--- src/rtl/core/tbdm_pkg.sv ---
// Shared widths, register indexes and code values for the two-bit delta decoder.
package tbdm_pkg;

    localparam int BYTE_W   = 8;
    localparam int STEP_W   = 9;
    localparam int ACC_W    = 18;
    localparam int SAMPLE_W = 16;
    localparam int CFG_IDX_W = 2;
    localparam int CODES_PER_BYTE = 4;
    localparam int IDX_W    = $clog2(CODES_PER_BYTE);

    // leak = acc * 255 / 256, product held in ACC_W + LEAK_SHIFT bits
    localparam int LEAK_SHIFT = 8;
    localparam int PROD_W     = ACC_W + LEAK_SHIFT;

    typedef logic [CFG_IDX_W-1:0]      t_cfg_idx;
    typedef logic [STEP_W-1:0]         t_step;
    typedef logic signed [ACC_W-1:0]   t_acc;
    typedef logic signed [SAMPLE_W-1:0] t_sample;
    typedef logic [1:0]                t_code;

    localparam t_cfg_idx CFG_SMALL_STEP = 2'd0;
    localparam t_cfg_idx CFG_LARGE_STEP = 2'd1;

    localparam t_step SMALL_STEP_RST = 9'd160;
    localparam t_step LARGE_STEP_RST = 9'd494;

    localparam t_code CODE_UP_SMALL   = 2'd0;
    localparam t_code CODE_UP_LARGE   = 2'd1;
    localparam t_code CODE_DOWN_SMALL = 2'd2;
    localparam t_code CODE_DOWN_LARGE = 2'd3;

    localparam logic [IDX_W-1:0] LAST_IDX = IDX_W'(CODES_PER_BYTE - 1);

    localparam t_sample SAMPLE_MAX = 16'sh7FFF;
    localparam t_sample SAMPLE_MIN = 16'sh8000;

endpackage

--- src/rtl/core/two_bit_delta_mod_decoder.sv ---
// Two-bit delta-modulation decoder with leaky integrator: top level.
//
//  channel | direction | handshake                 | beat payload
//  --------+-----------+---------------------------+----------------------------------
//  in      | input     | i_in_valid / o_in_ready   | i_code_byte, i_restart, i_final_byte
//  out     | output    | o_out_valid / i_out_ready | o_sample, o_last_of_byte, o_packet_end
//  cfg     | input     | i_cfg_valid / o_cfg_ready | i_cfg_index, i_cfg_data
//
//  One input beat yields four output beats, one per cycle while the output is
//  not stalled. The rate is set by the result port (one sample per beat) and
//  the accumulator loop, which does one leak-and-step per cycle.
//  The next byte is taken on the same edge that issues the fourth sample.
//  Reset (synchronous, active low) zeroes the accumulator, empties the byte
//  holder and output register, and reloads the step registers (160 / 494).
//  A stall on the output freezes the decode; nothing is dropped.
module two_bit_delta_mod_decoder
    import tbdm_pkg::*;
(
    input  logic                 i_clk,
    input  logic                 i_rst_n,
    // byte input
    input  logic                 i_in_valid,
    output logic                 o_in_ready,
    input  logic [BYTE_W-1:0]    i_code_byte,
    input  logic                 i_restart,
    input  logic                 i_final_byte,
    // sample output
    output logic                 o_out_valid,
    input  logic                 i_out_ready,
    output logic signed [SAMPLE_W-1:0] o_sample,
    output logic                 o_last_of_byte,
    output logic                 o_packet_end,
    // configuration writes
    input  logic                 i_cfg_valid,
    output logic                 o_cfg_ready,
    input  logic [CFG_IDX_W-1:0] i_cfg_index,
    input  logic [STEP_W-1:0]    i_cfg_data
);

    // ---------------- configuration ----------------
    t_step r_small_step;
    t_step r_large_step;

    assign o_cfg_ready = 1'b1;

    always_ff @(posedge i_clk) begin
        if (!i_rst_n) begin
            r_small_step <= SMALL_STEP_RST;
            r_large_step <= LARGE_STEP_RST;
        end else if (i_cfg_valid) begin
            case (i_cfg_index)
                CFG_SMALL_STEP: r_small_step <= i_cfg_data;
                CFG_LARGE_STEP: r_large_step <= i_cfg_data;
                default: ; // unmapped index, ignored
            endcase
        end
    end

    // ---------------- byte holder ----------------
    // r_codes shifts left by one code per sample, so the active code is
    // always in the top two bits.
    logic              r_busy;
    logic [BYTE_W-1:0] r_codes;
    logic              r_final;
    logic [IDX_W-1:0]  r_idx;
    t_acc              r_acc;

    // output register
    logic              r_out_valid;
    t_sample           r_sample;
    logic              r_last;
    logic              r_pend;

    logic advance;
    logic last_code;
    logic in_accept;

    // a sample can be produced when the output register is empty or drains
    assign advance   = r_busy && (!r_out_valid || i_out_ready);
    assign last_code = (r_idx == LAST_IDX);
    assign o_in_ready = !r_busy || (advance && last_code);
    assign in_accept  = i_in_valid && o_in_ready;

    // ---------------- leak and step ----------------
    logic signed [PROD_W-1:0] prod;
    logic signed [PROD_W-1:0] prod_rnd;
    t_acc                     leaked;
    logic signed [ACC_W:0]    step_s;
    logic signed [ACC_W:0]    sum;
    t_acc                     n_acc;
    t_sample                  n_sample;

    always_comb begin
        // acc * 255 = acc * 256 - acc
        prod = {r_acc, {LEAK_SHIFT{1'b0}}} - PROD_W'(r_acc);
        // divide by 256 truncating toward zero: bias negatives before shift
        prod_rnd = prod[PROD_W-1] ? (prod + PROD_W'((1 << LEAK_SHIFT) - 1)) : prod;
        leaked   = prod_rnd[PROD_W-1:LEAK_SHIFT];

        case (r_codes[BYTE_W-1 -: 2])
            CODE_UP_SMALL:   step_s =  $signed({{(ACC_W+1-STEP_W){1'b0}}, r_small_step});
            CODE_UP_LARGE:   step_s =  $signed({{(ACC_W+1-STEP_W){1'b0}}, r_large_step});
            CODE_DOWN_SMALL: step_s = -$signed({{(ACC_W+1-STEP_W){1'b0}}, r_small_step});
            CODE_DOWN_LARGE: step_s = -$signed({{(ACC_W+1-STEP_W){1'b0}}, r_large_step});
            default:         step_s = '0;
        endcase

        sum   = {leaked[ACC_W-1], leaked} + step_s;
        // leak bounds |acc| to 18 bits, the top bit is redundant
        n_acc = sum[ACC_W-1:0];

        // saturate to 16 bits: overflow when the top bits disagree
        if (!n_acc[ACC_W-1] && (n_acc[ACC_W-2:SAMPLE_W-1] != '0)) begin
            n_sample = SAMPLE_MAX;
        end else if (n_acc[ACC_W-1] && (n_acc[ACC_W-2:SAMPLE_W-1] != '1)) begin
            n_sample = SAMPLE_MIN;
        end else begin
            n_sample = n_acc[SAMPLE_W-1:0];
        end
    end

    // ---------------- control ----------------
    always_ff @(posedge i_clk) begin
        if (!i_rst_n) begin
            r_busy      <= 1'b0;
            r_idx       <= '0;
            r_acc       <= '0;
            r_out_valid <= 1'b0;
        end else begin
            // restart clears after any final step of the previous byte
            if (in_accept && i_restart) begin
                r_acc <= '0;
            end else if (advance) begin
                r_acc <= n_acc;
            end

            if (in_accept) begin
                r_idx <= '0;
            end else if (advance) begin
                r_idx <= r_idx + 1'b1;
            end

            if (in_accept) begin
                r_busy <= 1'b1;
            end else if (advance && last_code) begin
                r_busy <= 1'b0;
            end

            if (advance) begin
                r_out_valid <= 1'b1;
            end else if (i_out_ready) begin
                r_out_valid <= 1'b0;
            end
        end
    end

    // payload registers
    always_ff @(posedge i_clk) begin
        if (in_accept) begin
            r_codes <= i_code_byte;
            r_final <= i_final_byte;
        end else if (advance) begin
            r_codes <= {r_codes[BYTE_W-3:0], 2'b00};
        end
        if (advance) begin
            r_sample <= n_sample;
            r_last   <= last_code;
            r_pend   <= last_code && r_final;
        end
    end

    assign o_out_valid    = r_out_valid;
    assign o_sample       = r_sample;
    assign o_last_of_byte = r_last;
    assign o_packet_end   = r_pend;

    // ---------------- assertions ----------------
    a_pend_on_last: assert property (@(posedge i_clk) disable iff (!i_rst_n)
        o_out_valid |-> (!o_packet_end || o_last_of_byte))
        else $error("packet_end without last_of_byte");

    a_accept_starts: assert property (@(posedge i_clk) disable iff (!i_rst_n)
        in_accept |=> (r_busy && (r_idx == '0)))
        else $error("accepted byte did not start at first code");

    a_idle_idx: assert property (@(posedge i_clk) disable iff (!i_rst_n)
        !r_busy |-> (r_idx == '0))
        else $error("code index moved while idle");

    a_last_frees: assert property (@(posedge i_clk) disable iff (!i_rst_n)
        (advance && last_code && !i_in_valid) |=> !r_busy)
        else $error("holder not freed after fourth sample");

endmodule

--- config.mk ---
export PLATFORM = sky130hd
export DESIGN_NAME = two_bit_delta_mod_decoder
export DESIGN_NICKNAME = d
export VERILOG_FILES = /design/src/rtl/core/tbdm_pkg.sv /design/src/rtl/core/two_bit_delta_mod_decoder.sv
export SDC_FILE = /design/constraint.sdc
export NUM_CORES = 1
export LEC_CHECK = 0
export ABC_CLOCK_PERIOD_IN_PS = 5550
export BUFFER_PORTS_ARGS = -buffer_cell sky130_fd_sc_hd__clkbuf_2
export CAP_MARGIN = 20
export CORE_AREA = 2 2 104 106
export CTS_BUF_LIST = sky130_fd_sc_hd__clkbuf_8
export DETAILED_ROUTE_END_ITERATION = 8
export DIE_AREA = 0 0 106 108
export PLACE_DENSITY_LB_ADDON = 0.05
export REMOVE_ABC_BUFFERS = 1
export SLEW_MARGIN = 20
export SYNTH_ARGS = -nofsm -noshare
export SYNTH_HDL_FRONTEND = slang
export SYNTH_SLANG_ARGS = --single-unit
--- constraint.sdc ---
create_clock -name i_clk -period 5.55 [get_ports i_clk]
set_input_delay 0.8325 -clock i_clk [delete_from_list [all_inputs] [get_ports i_clk]]
set_output_delay 0.8325 -clock i_clk [all_outputs]
set_load 0.01 [all_outputs]
# Yosys cells after proc, flatten, opt, wreduce, memory -nomap -nowiden
# Index checks and enable logic that the tools add are counted.
# W data, S select, Z words.
# word_totals
regBits	67
latch_bits	0
mem_bits_rw	0
romBits	0
input_bits	26
mem_count	0
# op_classes
add_sub_neg	6
n_mul	0
div_mod_pow	0
n_lt_le_gt_ge	0
eq_ne	6
shift	0
muxes	9
bitwise_logic	1
n_reduce_logical	22
# ops
op	count
$pmux W18 S4	1
$neg A9 Y18	2
$add A26 B9 Y26 const B	1
$mux W26	1
$sub A26 B26 Y26	1
$add A18 B18 Y18	1
$mux W16	1
$mux W8	2
$reduce_bool A2 Y1	4
$logic_and A1 B1 Y1	7
$eq A2 B2 Y1 const B	3
$eq A2 B1 Y1 const B	2
$logic_not A2 Y1	2
$mux W1	4
$reduce_and A2 Y1	2
$reduce_or A2 Y1	2
$logic_not A1 Y1	3
$add A2 B1 Y2 const B	1
$logic_or A1 B1 Y1	2
$ne A2 B2 Y1 const B	1
$not A1 Y1	1

# Logic depth before layout (Yosys ltp)
# logic_depth
ltp_word	8
ltp_mapped	26
ltp_nobuf	23

# Worst setup path after synthesis
# No wires, ideal clock.
# synth_path
path_kind	flip-flop to flip-flop
from	register r_acc[9]
to	register r_sample[10], in the netlist o_sample[10], data pin
setup_ns	0.146
t_arrival_ns	5.786
t_required_ns	5.404
path_slack_ns	-0.382
stages_incl_launch_ff	27
path_buffers	3
cell_sequence	dfxtp_1 inv_1 ha_1 clkbuf_1 nand4_1 o221a_2 a211oi_1 o311ai_0 and3_1 clkbuf_1 and2_1 a31oi_1 nor2_1 a211oi_1 xnor2_1 ha_1 a211oi_1 o21ai_0 a21o_1 a31o_2 o41a_1 or3b_2 a211o_1 o211ai_1 clkbuf_1 nand2_1 a21oi_1
# synth_via
elab_chain_cells	7
word_cells_on_any_way	10
# synth_rtl
element	line_no	source
start, declared	two_bit_delta_mod_decoder.sv:66	t_acc r_acc;
start signal, assigned	two_bit_delta_mod_decoder.sv:134	r_acc <= n_acc;
$sub A26 B26 Y26 *	two_bit_delta_mod_decoder.sv:95	prod = {r_acc, {LEAK_SHIFT{1'b0}}} - PROD_W'(r_acc);
$add A26 B9 Y26	two_bit_delta_mod_decoder.sv:97	prod_rnd = prod[PROD_W-1] ? (prod + PROD_W'((1 << LEAK_SHIFT) - 1)) : prod;
$mux W26 *	two_bit_delta_mod_decoder.sv:97	
$add A18 B18 Y18 *	two_bit_delta_mod_decoder.sv:108	sum = {leaked[ACC_W-1], leaked} + step_s;
$ne A2 B2 Y1	two_bit_delta_mod_decoder.sv:115	end else if (n_acc[ACC_W-1] && (n_acc[ACC_W-2:SAMPLE_W-1] != '1)) begin
$logic_and A1 B1 Y1	two_bit_delta_mod_decoder.sv:115	
$mux W16	two_bit_delta_mod_decoder.sv:115	
end signal, assigned	two_bit_delta_mod_decoder.sv:166	r_sample <= n_sample;
end, declared	two_bit_delta_mod_decoder.sv:70	t_sample r_sample;
# Every way passes the cells marked *; elsewhere a longest branch is shown, timed or not.
# A chain may end at the register's enable or synchronous reset.

# Worst setup path after layout
# layout_path
from	register r_acc[1]
to	register r_sample[9], in the netlist o_sample[9], data pin
# Same word-level chain as after synthesis.

==> flow_summary.toml <==
[run_status]
run_status = "finished clean"

[setup_path]
crit_required_ns = 5.76
cp_max_fo = 5
start_kind = "register"
cp.arrival_ns = 5.74
critical_path.endpoint_type = "register"
crit_type = "reg2reg"

[synthesis]
number_of_unique_standard_cell_types_used_by_synthesis = 78
synthTopCellsByArea = "edfxtp_1, dfxtp_1, ha_1"
synth.ff_latch_count = 67
async_flop_share_pct = 0
yosysMostFrequentCell = "nand2_1"
synthCells = 738
synth_enable_flop_cells = 27
netlist_area_um2 = 5810
yosys_warnings = 0
synthesis.area_per_instance_um2 = 7.87
share_of_synthesized_area_occupied_by_flip_flops_and_latches_pct = 27.8
synthDominantCellAreaShare_pct = 14.0
synth-main-ff-cell = "dfxtp_1"
synth.largest_area_cell = "edfxtp_1"
synth.top_cells.by_count = "nand2_1, a21oi_1, nor2_1"

[clock_network]
inserted_clock_buffers = 9
cts_hold_repair.buffers = 0
htree_num_levels = 3
cts_max_path_buffers = 2
cts-root-buf = "clkbuf_8"
worstSkewPairLatency_ns = 0.36
clock_sinks = 67
clk_transition_reported_paths_ns = 0.08
cts_tree = "built"

[drt]
met2_wirelength_mm = 8.55
viasPerCell = 5.78
drc_errors_left = 0
detail_route.wirelength.met1_mm = 7.47
route.top_layer_used = "met4"
ant_nets = 0
wire_per_inst_um = 16.6
dr_total_vias = 6018
drt_first_pass_iters = 5
first_iter_violations = 409
routed-wl-met3_um = 617
routed_wirelength_mm = 17.3

[sta]
clock.fmax_ghz = 0.181
post-route-worst-setup-slack_ns = 0.0257
rsz0062_at_grt = "true"
tightest_slew_ns = 1.05
setup_violations = 0
timing.final.hold_violations = 0
layout_worst_path_cycle_share_pct = 99.5
slew_violations = 0
fin_crit_ns = 5.52
relSlewSlack_pct = 28.7
worst_clock_skew_ns = 0.00991

[min_path]
holdCritPathClass = "reg2reg"

[die]
placement_rows = 37
floorplan.die_area_um2 = 11400
die_w_um = 106
core_area_um2 = 10200
top_level_ports = 47
initial_utilization_pct = 56.7
die-height_um = 108

[global_route]
antenna_found_initial = 0
grt_usage_pct = 30.0
wire_length_of_the_first_global_routing_pass_mm = 27.2
grt_overflow = 0
first_global_vias = 5811
grt_max_degree = 30

[final_layout]
area.growth.synth_to_final_pct = 33.0
post_route_cells_drive_above_1_share_pct = 32.2
design.final.nets = 969
number_of_standard_cells_in_the_layout_taps_in_and_fillers_out = 1042
antenna-diode-count = 0

[run]
maxCapViolations = 0

[place]
hpwl_mm = 13.2
numPlacedInstances = 1007
buffer_ports.inserted = 45
finalWeightedCongestion = 0.916
pre_cts_slack_ns = -0.397
[routing by layer]
metal | vias up | global-route usage [%]
met5 | - | 0
met4 | 0 | 13.4
met3 | 48 | 3.98
met2 | 159 | 52.8
met1 | 2836 | 36.8
li1 | 2975 | -
[timing repair]
action,4_1_cts,5_1_grt
pin swaps,22,17
resized for setup,53,44
buffers inserted,11,7
cloned,1,0
hold endpoints to repair,0,0
endpoints found under the setup margin,17,17
[cell usage in the layout, fill, tap and decap left out, types with 5 or more instances in the layout]
| cell | count |
|---|---|
| nand2_1 | 123 |
| or3_1 | 5 |
| and3_1 | 9 |
| nand2b_1 | 9 |
| o21ai_1 | 6 |
| a21oi_1 | 51 |
| xnor2_1 | 30 |
| o21ai_0 | 25 |
| o211ai_1 | 8 |
| a31oi_1 | 5 |
| clkbuf_8 | 9 |
| ha_1 | 31 |
| buf_4 | 131 |
| clkbuf_2 | 45 |
| nor3_1 | 12 |
| mux2i_1 | 8 |
| nand3_1 | 19 |
| a21oi_2 | 8 |
| o21a_1 | 8 |
| a211oi_2 | 6 |
| nand4_1 | 8 |
| edfxtp_1 | 27 |
| xor2_1 | 20 |
| inv_1 | 36 |
| a211oi_1 | 6 |
| a21o_1 | 12 |
| dfxtp_2 | 9 |
| nor2_1 | 57 |
| nor2b_1 | 12 |
| dfxtp_1 | 28 |
| ha_4 | 8 |
[cell type report]
cell class                      count  area (um^2)
Multi-Input combinational cell    603         4320
Fill cell                         763         2510
Sequential cell                    67         1630
Timing Repair Buffer              181         1270
Tap cell                          136          170
Inverter                           39          146
Clock buffer                        9          124
Clock inverter                      7         52.6
[per-stage QoR]
| step | setup TNS, ns | utilization (%) | instance area (um^2) | hold WS [ns] |
|---|---|---|---|---|
| after detailed placement | -5.14 | 68.0 | 6960 | 0.469 |
| after global routing | -2.43 | 75.5 | 7720 | 0.510 |
| final | 0 | 75.5 | 7720 | 0.474 |
| after global placement | -3.21 | 68.0 | 6960 | 0.446 |
| after floorplan | -1.94 | - | 5680 | 0.437 |
| after CTS | 0 | 73.0 | 7470 | 0.480 |
[flip-flops by register name, indices dropped and copies added (netlist names)]
name	count
o_last_of_byte	1
o_out_valid	1
o_packet_end	1
o_sample	16
r_acc	18
r_busy	1
r_codes	8
r_final	1
r_idx	2
r_large_step	9
r_small_step	9
[worst max-delay path, cell delays in order (launching register included)]
cell,delay (ns)
dfxtp_4,0.37
inv_1,0.07
ha_2,0.23
or3b_2,0.47
or3_4,0.37
a21oi_4,0.15
o211ai_1,0.12
nor2_1,0.25
buf_4,0.18
nand2_1,0.10
nor2_4,0.16
xnor2_2,0.13
ha_1,0.27
and3_1,0.19
a221o_1,0.34
a21o_1,0.17
a31o_2,0.22
o41a_1,0.35
or3b_4,0.38
a211o_1,0.26
o211ai_1,0.16
buf_4,0.22
nand2b_1,0.09
a22oi_2,0.13
[path summary, 6_finish.rpt]
path | depth (start not counted) | endpoint | start | slack, ns
worst max-delay path | 23 | o_sample[9] | r_acc[1] | 0.03
worst min-delay path | 2 | r_idx[1] | r_idx[1] | 0.47
worst max register to register | 23 | o_sample[9] | r_acc[1] | 0.03
worst min register to register | 2 | r_idx[1] | r_idx[1] | 0.47
[logic make-up after synthesis]
logic type | synth area share, %
AOI/OAI and AO/OA | 21.6
adders and majority gates | 9.18
DFF | 27.8
buffers and inverters | 4.74
xor gates and xnor gates | 8.58
muxes | 2.16
other | 0.0646
and+or+nand+nor | 25.9
Power is not shown: default switching activity piles up to over one toggle a cycle in this logic, so the estimate is an artifact.
